--- src/rtl/ufe_pkg.sv ---
// Shared types and constants for the UART ring buffer front end.
`timescale 1ns / 1ps
package ufe_pkg;

  localparam int RX_DEPTH = 256;
  localparam int TX_DEPTH = 256;
  localparam int RX_AW    = $clog2(RX_DEPTH);
  localparam int TX_AW    = $clog2(TX_DEPTH);
  localparam int RX_FW    = $clog2(RX_DEPTH + 1);
  localparam int TX_FW    = $clog2(TX_DEPTH + 1);
  localparam int LEVEL_W  = 9;
  localparam int BYTE_W   = 8;
  localparam int CFG_IW   = 1;
  localparam int CFG_DW   = 8;

  typedef enum logic [1:0] {
    CMD_LINE_RX = 2'd0,
    CMD_HOST_RD = 2'd1,
    CMD_HOST_WR = 2'd2,
    CMD_TX_DONE = 2'd3
  } cmd_t;

  localparam logic [CFG_IW-1:0] CFG_NOTIFY_ENABLE = 1'b0;
  localparam logic [CFG_IW-1:0] CFG_NOTIFY_TASK   = 1'b1;

  typedef struct packed {
    logic [1:0]        cmd;
    logic [BYTE_W-1:0] data_byte;
    logic [2:0]        line_status;
    logic              write_last;
  } in_word_t;

  typedef struct packed {
    logic [BYTE_W-1:0]  read_byte;
    logic               read_empty;
    logic [LEVEL_W-1:0] rx_level;
    logic [LEVEL_W-1:0] tx_level;
    logic               send_valid;
    logic [BYTE_W-1:0]  send_byte;
    logic               signal_valid;
    logic [BYTE_W-1:0]  signal_task;
    logic               error_dropped;
    logic               overflow;
  } out_word_t;

  typedef struct packed {
    logic              we;
    logic [RX_AW-1:0]  waddr;
    logic [BYTE_W-1:0] wdata;
    logic [RX_AW-1:0]  raddr;
  } rx_ram_t;

  typedef struct packed {
    logic              we;
    logic [TX_AW-1:0]  waddr;
    logic [BYTE_W-1:0] wdata;
    logic [TX_AW-1:0]  raddr;
  } tx_ram_t;

endpackage

--- src/rtl/uart_ring_buffer_front_end_core.sv ---
// Top level of the UART front end: config registers, ring stores and control.
`timescale 1ns / 1ps
// A word accepted at one edge has its result on the ports, with done high, in the
//   next cycle; the ring stores' registered read data arrive with the result flags.
// Throughput: one word per cycle; busy never rises and the receiver cannot stall.
// Reset (rst, synchronous, active high) clears ring pointers, fill counts, the
//   notification registers and the result strobe; the stores are not cleared.
module uart_ring_buffer_front_end_core import ufe_pkg::*; (
  input  logic              clk,
  input  logic              rst,
  input  logic              start,
  output logic              busy,
  input  in_word_t          command,
  output logic              done,
  output out_word_t         result,
  input  logic              cfg_valid,
  output logic              cfg_ready,
  input  logic [CFG_IW-1:0] cfg_index,
  input  logic [CFG_DW-1:0] cfg_data
);

  logic              notify_enable;
  logic [BYTE_W-1:0] notify_task;
  logic              accept;
  rx_ram_t           rx_ram;
  tx_ram_t           tx_ram;
  logic [BYTE_W-1:0] rx_rdata;
  logic [BYTE_W-1:0] tx_rdata;

  // Every cycle is open to a new word; the control path finishes in one pass.
  assign busy      = 1'b0;
  assign accept    = start & ~busy;
  assign cfg_ready = 1'b1;

  // Configuration registers: take a write whenever valid is high.
  always_ff @(posedge clk) begin
    if (rst) begin
      notify_enable <= 1'b0;
      notify_task   <= '0;
    end else if (cfg_valid && cfg_ready) begin
      unique case (cfg_index)
        CFG_NOTIFY_ENABLE: notify_enable <= cfg_data[0];
        CFG_NOTIFY_TASK:   notify_task   <= cfg_data[BYTE_W-1:0];
        default: begin
        end
      endcase
    end
  end

  // Decode the word, move the pointers and register the result flags.
  ufe_ctrl u_ctrl (
    .clk           (clk),
    .rst           (rst),
    .accept        (accept),
    .in_word       (command),
    .notify_enable (notify_enable),
    .notify_task   (notify_task),
    .rx_rdata      (rx_rdata),
    .tx_rdata      (tx_rdata),
    .rx_ram        (rx_ram),
    .tx_ram        (tx_ram),
    .done          (done),
    .result        (result)
  );

  // Receive ring store: written on a good line byte when not full, read at the head each cycle.
  ufe_ram #(
    .WIDTH (BYTE_W),
    .DEPTH (RX_DEPTH)
  ) u_rx_ram (
    .clk   (clk),
    .we    (rx_ram.we),
    .waddr (rx_ram.waddr),
    .wdata (rx_ram.wdata),
    .raddr (rx_ram.raddr),
    .rdata (rx_rdata)
  );

  // Transmit ring store: read one past the head, so the byte after the one just
  // sent is ready on a transmit-done word.
  ufe_ram #(
    .WIDTH (BYTE_W),
    .DEPTH (TX_DEPTH)
  ) u_tx_ram (
    .clk   (clk),
    .we    (tx_ram.we),
    .waddr (tx_ram.waddr),
    .wdata (tx_ram.wdata),
    .raddr (tx_ram.raddr),
    .rdata (tx_rdata)
  );

  // Every accepted word yields exactly one result in the next cycle.
  assert property (@(posedge clk) disable iff (rst)
    $past(!rst && start && !busy) |-> done)
    else $error("accepted word produced no result");

  assert property (@(posedge clk) disable iff (rst)
    done |-> $past(start && !busy))
    else $error("result strobe without an accepted word");

  // A notification only fires when the receive ring has just gone from empty to one.
  assert property (@(posedge clk) disable iff (rst)
    (done && result.signal_valid) |-> (result.rx_level == LEVEL_W'(1)))
    else $error("notification with receive level other than one");

  // A byte handed to the transmitter is still held in the transmit ring.
  assert property (@(posedge clk) disable iff (rst)
    (done && result.send_valid) |-> (result.tx_level != '0))
    else $error("transmit hand-over with empty transmit ring");

endmodule

--- src/rtl/ufe_ram.sv ---
// Generic single-write, single-read RAM with registered read data.
`timescale 1ns / 1ps
module ufe_ram #(
  parameter int WIDTH = 8,
  parameter int DEPTH = 256
) (
  input  logic                     clk,
  input  logic                     we,
  input  logic [$clog2(DEPTH)-1:0] waddr,
  input  logic [WIDTH-1:0]         wdata,
  input  logic [$clog2(DEPTH)-1:0] raddr,
  output logic [WIDTH-1:0]         rdata
);

  logic [WIDTH-1:0] mem [DEPTH];

  always_ff @(posedge clk) begin
    if (we) begin
      mem[waddr] <= wdata;
    end
    rdata <= mem[raddr];
  end

endmodule

--- src/rtl/ufe_ctrl.sv ---
// Command decode, ring pointers and fill counters, and the result stage.
`timescale 1ns / 1ps
module ufe_ctrl import ufe_pkg::*; (
  input  logic              clk,
  input  logic              rst,
  input  logic              accept,
  input  in_word_t          in_word,
  input  logic              notify_enable,
  input  logic [BYTE_W-1:0] notify_task,
  input  logic [BYTE_W-1:0] rx_rdata,
  input  logic [BYTE_W-1:0] tx_rdata,
  output rx_ram_t           rx_ram,
  output tx_ram_t           tx_ram,
  output logic              done,
  output out_word_t         result
);

  typedef struct packed {
    logic               valid;
    logic               rd_hit;
    logic               send_ram;
    logic               send_in;
    logic [BYTE_W-1:0]  in_byte;
    logic               read_empty;
    logic [LEVEL_W-1:0] rx_level;
    logic [LEVEL_W-1:0] tx_level;
    logic               signal_valid;
    logic [BYTE_W-1:0]  signal_task;
    logic               error_dropped;
    logic               overflow;
  } res_t;

  logic [RX_AW-1:0] rx_head, rx_head_next, rx_tail, rx_tail_next, rx_head_adv, rx_tail_adv;
  logic [RX_FW-1:0] rx_fill, rx_fill_next;
  logic [TX_AW-1:0] tx_head, tx_head_next, tx_tail, tx_tail_next, tx_head_adv, tx_tail_adv;
  logic [TX_FW-1:0] tx_fill, tx_fill_next;
  res_t             res, res_next;
  logic             rx_full, rx_empty, tx_full, tx_empty;

  assign rx_head_adv = (rx_head == RX_AW'(RX_DEPTH - 1)) ? '0 : rx_head + 1'b1;
  assign rx_tail_adv = (rx_tail == RX_AW'(RX_DEPTH - 1)) ? '0 : rx_tail + 1'b1;
  assign tx_head_adv = (tx_head == TX_AW'(TX_DEPTH - 1)) ? '0 : tx_head + 1'b1;
  assign tx_tail_adv = (tx_tail == TX_AW'(TX_DEPTH - 1)) ? '0 : tx_tail + 1'b1;

  assign rx_full  = (rx_fill == RX_FW'(RX_DEPTH));
  assign rx_empty = (rx_fill == '0);
  assign tx_full  = (tx_fill == TX_FW'(TX_DEPTH));
  assign tx_empty = (tx_fill == '0);

  always_comb begin
    rx_head_next = rx_head;
    rx_tail_next = rx_tail;
    rx_fill_next = rx_fill;
    tx_head_next = tx_head;
    tx_tail_next = tx_tail;
    tx_fill_next = tx_fill;

    rx_ram.we    = 1'b0;
    rx_ram.waddr = rx_tail;
    rx_ram.wdata = in_word.data_byte;
    rx_ram.raddr = rx_head;
    tx_ram.we    = 1'b0;
    tx_ram.waddr = tx_tail;
    tx_ram.wdata = in_word.data_byte;
    tx_ram.raddr = tx_head_adv;

    res_next               = '0;
    res_next.valid         = accept;
    res_next.in_byte       = in_word.data_byte;

    if (accept) begin
      unique case (in_word.cmd)
        CMD_LINE_RX: begin
          if (in_word.line_status != '0) begin
            res_next.error_dropped = 1'b1;
          end else if (rx_full) begin
            res_next.overflow = 1'b1;
          end else begin
            rx_ram.we    = 1'b1;
            rx_tail_next = rx_tail_adv;
            rx_fill_next = rx_fill + 1'b1;
            if (notify_enable && rx_empty) begin
              res_next.signal_valid = 1'b1;
              res_next.signal_task  = notify_task;
            end
          end
        end
        CMD_HOST_RD: begin
          if (rx_empty) begin
            res_next.read_empty = 1'b1;
          end else begin
            res_next.rd_hit = 1'b1;
            rx_head_next    = rx_head_adv;
            rx_fill_next    = rx_fill - 1'b1;
          end
        end
        CMD_HOST_WR: begin
          if (tx_full) begin
            res_next.overflow = 1'b1;
          end else begin
            tx_ram.we        = 1'b1;
            tx_tail_next     = tx_tail_adv;
            tx_fill_next     = tx_fill + 1'b1;
            res_next.send_in = tx_empty;
          end
        end
        CMD_TX_DONE: begin
          if (!tx_empty) begin
            tx_head_next      = tx_head_adv;
            tx_fill_next      = tx_fill - 1'b1;
            // the next byte is read at the advanced head this cycle
            res_next.send_ram = (tx_fill != TX_FW'(1));
          end
        end
        default: begin
        end
      endcase
    end

    res_next.rx_level = LEVEL_W'(rx_fill_next);
    res_next.tx_level = LEVEL_W'(tx_fill_next);
  end

  always_ff @(posedge clk) begin
    if (rst) begin
      rx_head   <= '0;
      rx_tail   <= '0;
      rx_fill   <= '0;
      tx_head   <= '0;
      tx_tail   <= '0;
      tx_fill   <= '0;
      res.valid <= 1'b0;
    end else begin
      rx_head   <= rx_head_next;
      rx_tail   <= rx_tail_next;
      rx_fill   <= rx_fill_next;
      tx_head   <= tx_head_next;
      tx_tail   <= tx_tail_next;
      tx_fill   <= tx_fill_next;
      res.valid <= res_next.valid;
    end
    res.rd_hit        <= res_next.rd_hit;
    res.send_ram      <= res_next.send_ram;
    res.send_in       <= res_next.send_in;
    res.in_byte       <= res_next.in_byte;
    res.read_empty    <= res_next.read_empty;
    res.rx_level      <= res_next.rx_level;
    res.tx_level      <= res_next.tx_level;
    res.signal_valid  <= res_next.signal_valid;
    res.signal_task   <= res_next.signal_task;
    res.error_dropped <= res_next.error_dropped;
    res.overflow      <= res_next.overflow;
  end

  always_comb begin
    done                 = res.valid;
    result.read_byte     = res.rd_hit ? rx_rdata : '0;
    result.read_empty    = res.read_empty;
    result.rx_level      = res.rx_level;
    result.tx_level      = res.tx_level;
    result.send_valid    = res.send_ram | res.send_in;
    result.send_byte     = res.send_ram ? tx_rdata : (res.send_in ? res.in_byte : '0);
    result.signal_valid  = res.signal_valid;
    result.signal_task   = res.signal_task;
    result.error_dropped = res.error_dropped;
    result.overflow      = res.overflow;
  end

endmodule
--- config.mk ---
export PLATFORM = sky130hd
export DESIGN_NAME = uart_ring_buffer_front_end_core
export DESIGN_NICKNAME = d
export VERILOG_FILES = /design/src/rtl/ufe_pkg.sv /design/src/rtl/uart_ring_buffer_front_end_core.sv /design/src/rtl/ufe_ram.sv /design/src/rtl/ufe_ctrl.sv
export SDC_FILE = /design/constraint.sdc
export NUM_CORES = 2
export LEC_CHECK = 0
export ABC_AREA = 1
export BUFFER_PORTS_ARGS = -buffer_cell sky130_fd_sc_hd__buf_4
export CORE_MARGIN = 2
export CORE_UTILIZATION = 50
export CTS_CLUSTER_DIAMETER = 30
export DETAILED_ROUTE_END_ITERATION = 10
export PLACE_DENSITY = 0.64
export SETUP_SLACK_MARGIN = 0.1
export SKIP_LAST_GASP = 1
export SLEW_MARGIN = 20
export SYNTH_ARGS = -nofsm -noshare
export SYNTH_HDL_FRONTEND = slang
export SYNTH_SLANG_ARGS = --single-unit
--- constraint.sdc ---
create_clock -name clk -period 5.4 [get_ports clk]
set_input_delay 0.27 -clock clk [delete_from_list [all_inputs] [get_ports clk]]
set_output_delay 0.27 -clock clk [all_outputs]
set_load 0.01 [all_outputs]
After elaboration in Yosys (flattened, before gate mapping). Memories as Yosys holds them, arrays and structs flattened. A register that Yosys moved wholly into a read port is not among the register bits. Index checks and enable logic that the tools add are counted.

Flip-flop bits (word level): 101. RAM bits: 4096. Input bits: 27. Output and inout port bits: 50. Logic and storage cells: 104. Memories kept: 2.

Memories: u_rx_ram.mem (words 256, width 8, read ports 1, clocked after Yosys merged registers in 1, wr ports 1, RTL line ufe_ram.sv:15) `logic [WIDTH-1:0] mem [DEPTH];`; u_tx_ram.mem (words 256, width 8, read ports 1, clocked after Yosys merged registers in 1, wr ports 1, RTL line ufe_ram.sv:15).

$add $sub $neg: 8. Equality and inequality tests: 10. Muxes and demuxes: 35. Bitwise gates (word level): 12. Reductions and logical operators: 17.

Operators by type and width (number): 9-bit 2-to-1 mux (8); 8-bit 2-to-1 mux (7); 9-bit case mux with 2 select lines (2); 8-bit by 1-bit adder with 8-bit output, second input constant (4); 8-bit equality test, second input constant (4); 9-bit by 1-bit adder with 9-bit output, second input constant (2); 9-bit equality test, second input constant (2); 9-bit zero test (2); 9-bit by 1-bit subtractor with 9-bit output, second input constant (2); 1-bit 2-to-1 mux (17); 1-bit NOT (11); 9-bit by 1-bit inequality test with 1-bit output, second input constant (1); 3-bit AND reduction (3); 2-bit AND reduction (4); 3-bit OR reduction (2); 5-bit OR reduction (1); 2-bit equality test, second input constant (2); 4-bit AND reduction (1); 4-bit OR reduction (1); 3-bit nonzero test (1); 2-bit by 1-bit equality test with 1-bit output, second input constant (1); 2-bit zero test (1); 1-bit case mux with 2 select lines (1); 1-bit logical AND (1); 1-bit bitwise OR (1).

Longest topological paths before layout.
Depth in word-level cells: 7. Depth in mapped cells: 18. Mapped depth without buffers: 16.

Hierarchy. From an unflattened synthesis, not the netlist that was laid out.

Cell total of the unflattened synthesis: 14775. Area, all modules: 172287.7 um^2.

Modules (own cells, without submodules): ufe_ram (times used 2, cells an instance 7003, area an instance 83396.2 um^2, sequential area each 61659.1 um^2); ufe_ctrl (times used 1, cells an instance 721, area an instance 5124.9 um^2, sequential area each 1841.8 um^2); uart_ring_buffer_front_end_core (times used 1, cells an instance 48, area an instance 370.4 um^2, sequential area each 180.2 um^2).

Worst setup path after synthesis. Ideal clock, no wire load.

Kind: flip-flop to flip-flop. Start point: register u_ctrl.tx_fill[0]. End point: memory u_tx_ram.mem[191][0], enable pin. Setup time: 0.395 ns. Arrival: 2.334 ns. Required time: 5.005 ns. Slack: 2.671 ns. Stages on the path, launching flop included: 12. Buffers on the path: 0. Clock period less this slack: 2.729 ns. Cell sequence: dfxtp_1 -> inv_1 -> ha_1 -> nand3_1 -> inv_1 -> nand2_1 -> inv_1 -> nor2_2 -> inv_1 -> nor2_1 -> nand3_1 -> nor4_1.

Cells in the longest elaborated chain, start to end: 6.

Ends and longest elaborated chain: start: declaration (RTL line ufe_ctrl.sv:36) `logic [TX_FW-1:0] tx_fill, tx_fill_next;`; start signal: assignment (RTL line ufe_ctrl.sv:139) `tx_fill <= tx_fill_next;`; 9-bit equality test (RTL line ufe_ctrl.sv:47) `assign tx_full = (tx_fill == TX_FW'(TX_DEPTH));`; 1-bit 2-to-1 mux (RTL line ufe_ctrl.sv:98) `if (tx_full) begin`; 1-bit 2-to-1 mux (RTL line ufe_ctrl.sv:72) `unique case (in_word.cmd)`; 1-bit 2-to-1 mux (RTL line ufe_ctrl.sv:71) `if (accept) begin`; 1-bit 2-to-1 mux (RTL line ufe_ram.sv:18) `if (we) begin`; 1-bit 2-to-1 mux (not written as such) (RTL line ufe_ram.sv:19) `mem[waddr] <= wdata;`; end: declaration (RTL line ufe_ram.sv:15).

No other way between the ends.

Worst setup path in the final report.
Start point: register u_ctrl.rx_fill[0]. End point: memory u_rx_ram.mem[166][0], enable pin.

Cells in the longest elaborated chain, start to end: 7.

Ends and longest elaborated chain: start: declaration (RTL line ufe_ctrl.sv:34) `logic [RX_FW-1:0] rx_fill, rx_fill_next;`; start signal: assignment (RTL line ufe_ctrl.sv:136) `rx_fill <= rx_fill_next;`; 9-bit equality test (RTL line ufe_ctrl.sv:45) `assign rx_full = (rx_fill == RX_FW'(RX_DEPTH));`; 1-bit 2-to-1 mux (RTL line ufe_ctrl.sv:76) `end else if (rx_full) begin`; 1-bit 2-to-1 mux (RTL line ufe_ctrl.sv:74) `if (in_word.line_status != '0) begin`; 1-bit 2-to-1 mux (RTL line ufe_ctrl.sv:72); 1-bit 2-to-1 mux (RTL line ufe_ctrl.sv:71); 1-bit 2-to-1 mux (RTL line ufe_ram.sv:18); 1-bit 2-to-1 mux (not written as such) (RTL line ufe_ram.sv:19); end: declaration (RTL line ufe_ram.sv:15).

No other way between the ends.

==> impl_summary.txt <==
----------------------------------------------------
[Power and ir drop]
  Sequential Power Share ... 41.0%
  Internal power component ... 0.0678 W
  Static leakage power ... 71.5 nW
  Clock share of power ... 53.8%
  Net Sw Frac ... 22.8%
  Peak supply drop ... 0.000394 V
  Comb pwr share ... 5.2%
  Switching component of the power ... 0.0200 W
  Power density over the cells ... 432 nW/um^2

[STA]
  Setup-violating endpoint count in the final report ... 0
  Worst slew margin ... 17.7%
  Final-report hold violation count ... 0
  Count of final max-slew check failures ... 0
  Aggregate negative setup slack ... 0 ns
  Final worst path period share ... 78.6%
  RSZ-0062 raised after global routing ... no
  Worst slack on hold paths ... 0.108 ns
  Post-route clock skew ... 0.0713 ns
  Minimum clock period after layout ... 4.24 ns
  Actual transition at the worst max-transition pin ... 1.23 ns
  Fmax ... 0.236 GHz

[GRT]
  Antenna violations before repair ... 8
  Via count of the first global-routing pass ... 110,947
  First-pass GRT wire length ... 704 mm
  Layer with the highest usage after global routing ... met2
  Total routing usage reported by global routing ... 26.6%
  Met1 capacity usage during global routing ... 35.1%
  Maximum number of pins on one net before global-route repair ... 207
  GRT met3 Usage ... 4.85%
  Met2 routing resource usage after global routing ... 42.8%
  Global route total overflow ... 0

[Yosys]
  Commonest register cell after synthesis ... edfxtp_1
  Number of instances in the synthesized netlist ... 14,771
  Number of synthesized flops with an enable pin ... 4,096
  Portion of the post-synthesis area used by sequential elements ... 72.4%
  Syn Nets ... 14,814
  Fraction of synthesis flops using an asynchronous set or reset pin ... 0%
  Yosys warning count ... 0
  Post-synthesis average cell area ... 11.7 um^2
  Number of storage elements in the synthesis netlist ... 4,213
  Synth Cell Area ... 173,000 um^2
  Distinct cell type count after synthesis ... 48

[Critical path]
  Startpoint class of the critical path ... flop
  FF-to-FF setup slack ... 1.16 ns
  Critical path data arrival time ... 4.91 ns
  Req. time, crit path ... 6.07 ns
  Critical Setup Path Class ... flop to flop
  Largest fanout on the critical path ... 16
  Element type at the critical path end ... flop

[CTS]
  CTS Buffer Depth ... 4
  Quantity of gates resized following cts ... 0
  Clk sink count ... 4,213
  Clock tree from TritonCTS ... yes
  Deepest level of the CTS H-tree ... 6
  Clock root buffer ... clkbuf_16
  Clock insertion delay at the later pin of the skew report ... 1.07 ns
  Number of clock buffers inserted by TritonCTS ... 743
  Worst-path clk slew ... 0.05 ns

[Min path]
  Path class of the lowest-slack min-delay path ... input port to flop

[Place]
  Port buffer count ... 73
  Half-perimeter wire length of the detailed placement result ... 253 mm
  Instance area at placement ... 177,000 um^2
  Routability Congestion ... 0.860

[Floorplan]
  Number of cell rows ... 216
  Die W ... 593 um
  Vertical extent of the die ... 593 um
  Area enclosed by the die boundary ... 351,000 um^2
  Count of pins on the block boundary ... 77
  Core region area ... 345,000 um^2
  Initial Util ... 50.2%

[Cells and area]
  Most common cell after layout, fill and taps aside ... edfxtp_1
  Layout cells sized above 1 ... 10.2%
  Non-Filler Cell Area, Final ... 204,000 um^2
  Relative area change from synthesis to final layout ... 17.5%
  Core Util, Final ... 58.9%
  Commonest cells after routing, fill and taps aside ... edfxtp_1, nand2_1, nand3_1, nor2_1, o21ai_0
  Final net count ... 14,803

[Routing]
  DR vias ... 116,211
  DR WL/cell ... 23.8 um
  Initial detailed-routing violation count ... 13,731
  Detailed Route WL ... 476 mm
  Antenna-violating nets left ... 0
  Length of the first detailed-routing pass in iterations ... 9
  Post-route DRC ... 0
  Per-cell via count in the routed design ... 5.82

[Run status]
  Result of the run ... complete, no violations

[Flow run]
  Maximum Capacitance Violations ... 0

----------------------------------------------------
-- metal layers --
metal / part of all wire [%] / up-vias
met1: 39 / 56656
li1: - / 53120
met5: 0.0092 / -
met2: 48 / 5344
met3: 8.6 / 1085
met4: 4.7 / 6
-- area by class of cell --
cell class	instances	area (um^2)
Inverter	410	1590
Sequential cell	4213	125000
Multi-Input combinational cell	9058	41600
Fill cell	27025	142000
Antenna cell	2	5.00
Clock inverter	533	6370
Tap cell	4578	5730
Clock buffer	850	19300
Timing Repair Buffer	334	3640
-- final timing paths --
| path | start | to | cells past startpoint |
|---|---|---|---|
| min | cfg_index | notify_enable | 5 |
| max reg2reg | u_ctrl.rx_fill[0] | u_rx_ram.mem[166][0] | 13 |
| min reg2reg | notify_task[2] | u_ctrl.result[4] | 2 |
| max | u_ctrl.rx_fill[0] | u_rx_ram.mem[166][0] | 13 |
-- power groups by stage --
stage | sequential (W) | clock (W) | combinational [W]
finish | 0.0361 | 0.0473 | 0.00455
detailed placement | 0.0367 | 0 | 0.00445
global placement | 0.0367 | 0 | 0.00441
CTS | 0.0361 | 0.0476 | 0.00451
global route | 0.0360 | 0.0492 | 0.00492
floorplan | 0.0366 | 0 | 0.00257
-- state kept, by name (all words and copies together), names as in the netlist --
signal          flops
notify_enable       1
notify_task         8
u_ctrl.done         1
u_ctrl.res         11
u_ctrl.result      30
u_ctrl.rx_fill      9
u_ctrl.rx_head      8
u_ctrl.rx_tail      8
u_ctrl.tx_fill      9
u_ctrl.tx_head      8
u_ctrl.tx_tail      8
u_rx_ram.mem     2048
u_rx_ram.rdata      8
u_tx_ram.mem     2048
u_tx_ram.rdata      8
-- what timing repair did --
item	in CTS	in global routing
hold buffers	47	0
endpoints found under the hold margin	725	0
setup buffers	0	0
-- critical path, stage by stage (launching register included) --
cell and delay, ns:
dfxtp_1 0.39, inv_1 0.13, ha_1 0.27, nand2_1 0.08, nor2_1 0.05, inv_1 0.07, nor2_1 0.06, inv_1 0.10
o21ai_2 0.12, nor2_4 0.32, inv_2 0.20, nor3_2 0.58, nand2_1 0.65, nor2_1 0.82
-- through the flow --
stage,worst slack [ns],total power (W),instances
after floorplan,2.67,0.0392,14771
final,1.16,0.0879,19978
after global placement,1.31,0.0411,18546
after global routing,0.982,0.0901,19977
after detailed placement,1.22,0.0411,18546
after CTS,1.20,0.0881,19976
-- synthesized netlist by cell type (5+ instances only) --
cell type	n	share of area, %
buf_2	232	0.67
clkinv_1	5	0.011
nor2_1	1632	3.5
o22ai_1	303	1.1
buf_1	119	0.26
a21oi_1	164	0.47
o221ai_1	197	1.0
buf_6	36	0.23
edfxtp_1	4096	71
ha_1	16	0.12
dfxtp_1	117	1.4
inv_2	7	0.015
nand2_1	3029	6.6
inv_1	398	0.86
buf_4	76	0.33
clkbuf_1	626	1.4
nand3_1	2342	6.8
xor2_1	14	0.071
nor3_1	24	0.069
o211ai_1	164	0.71
nand4_1	9	0.033
nand3b_1	24	0.10
nand2_2	10	0.036
o21ai_0	1086	3.1
-- cells by family (layout without fill, tap and decap cells) --
family                     after synthesis  count (layout)  synth area share (%)
DFF                                   4213            4213                  72.4
AOI/OAI and AO/OA                     1934            1934                  6.50
buffers and inverters                 1500            2127                  3.74
adders and majority gates               16              16                 0.116
and+or+nand+nor                       7090            7090                  17.2
other                                    2               4               0.00434
xor gates and xnor gates                16              16                0.0809
No activity file was read; power rests on OpenSTA's default activity.
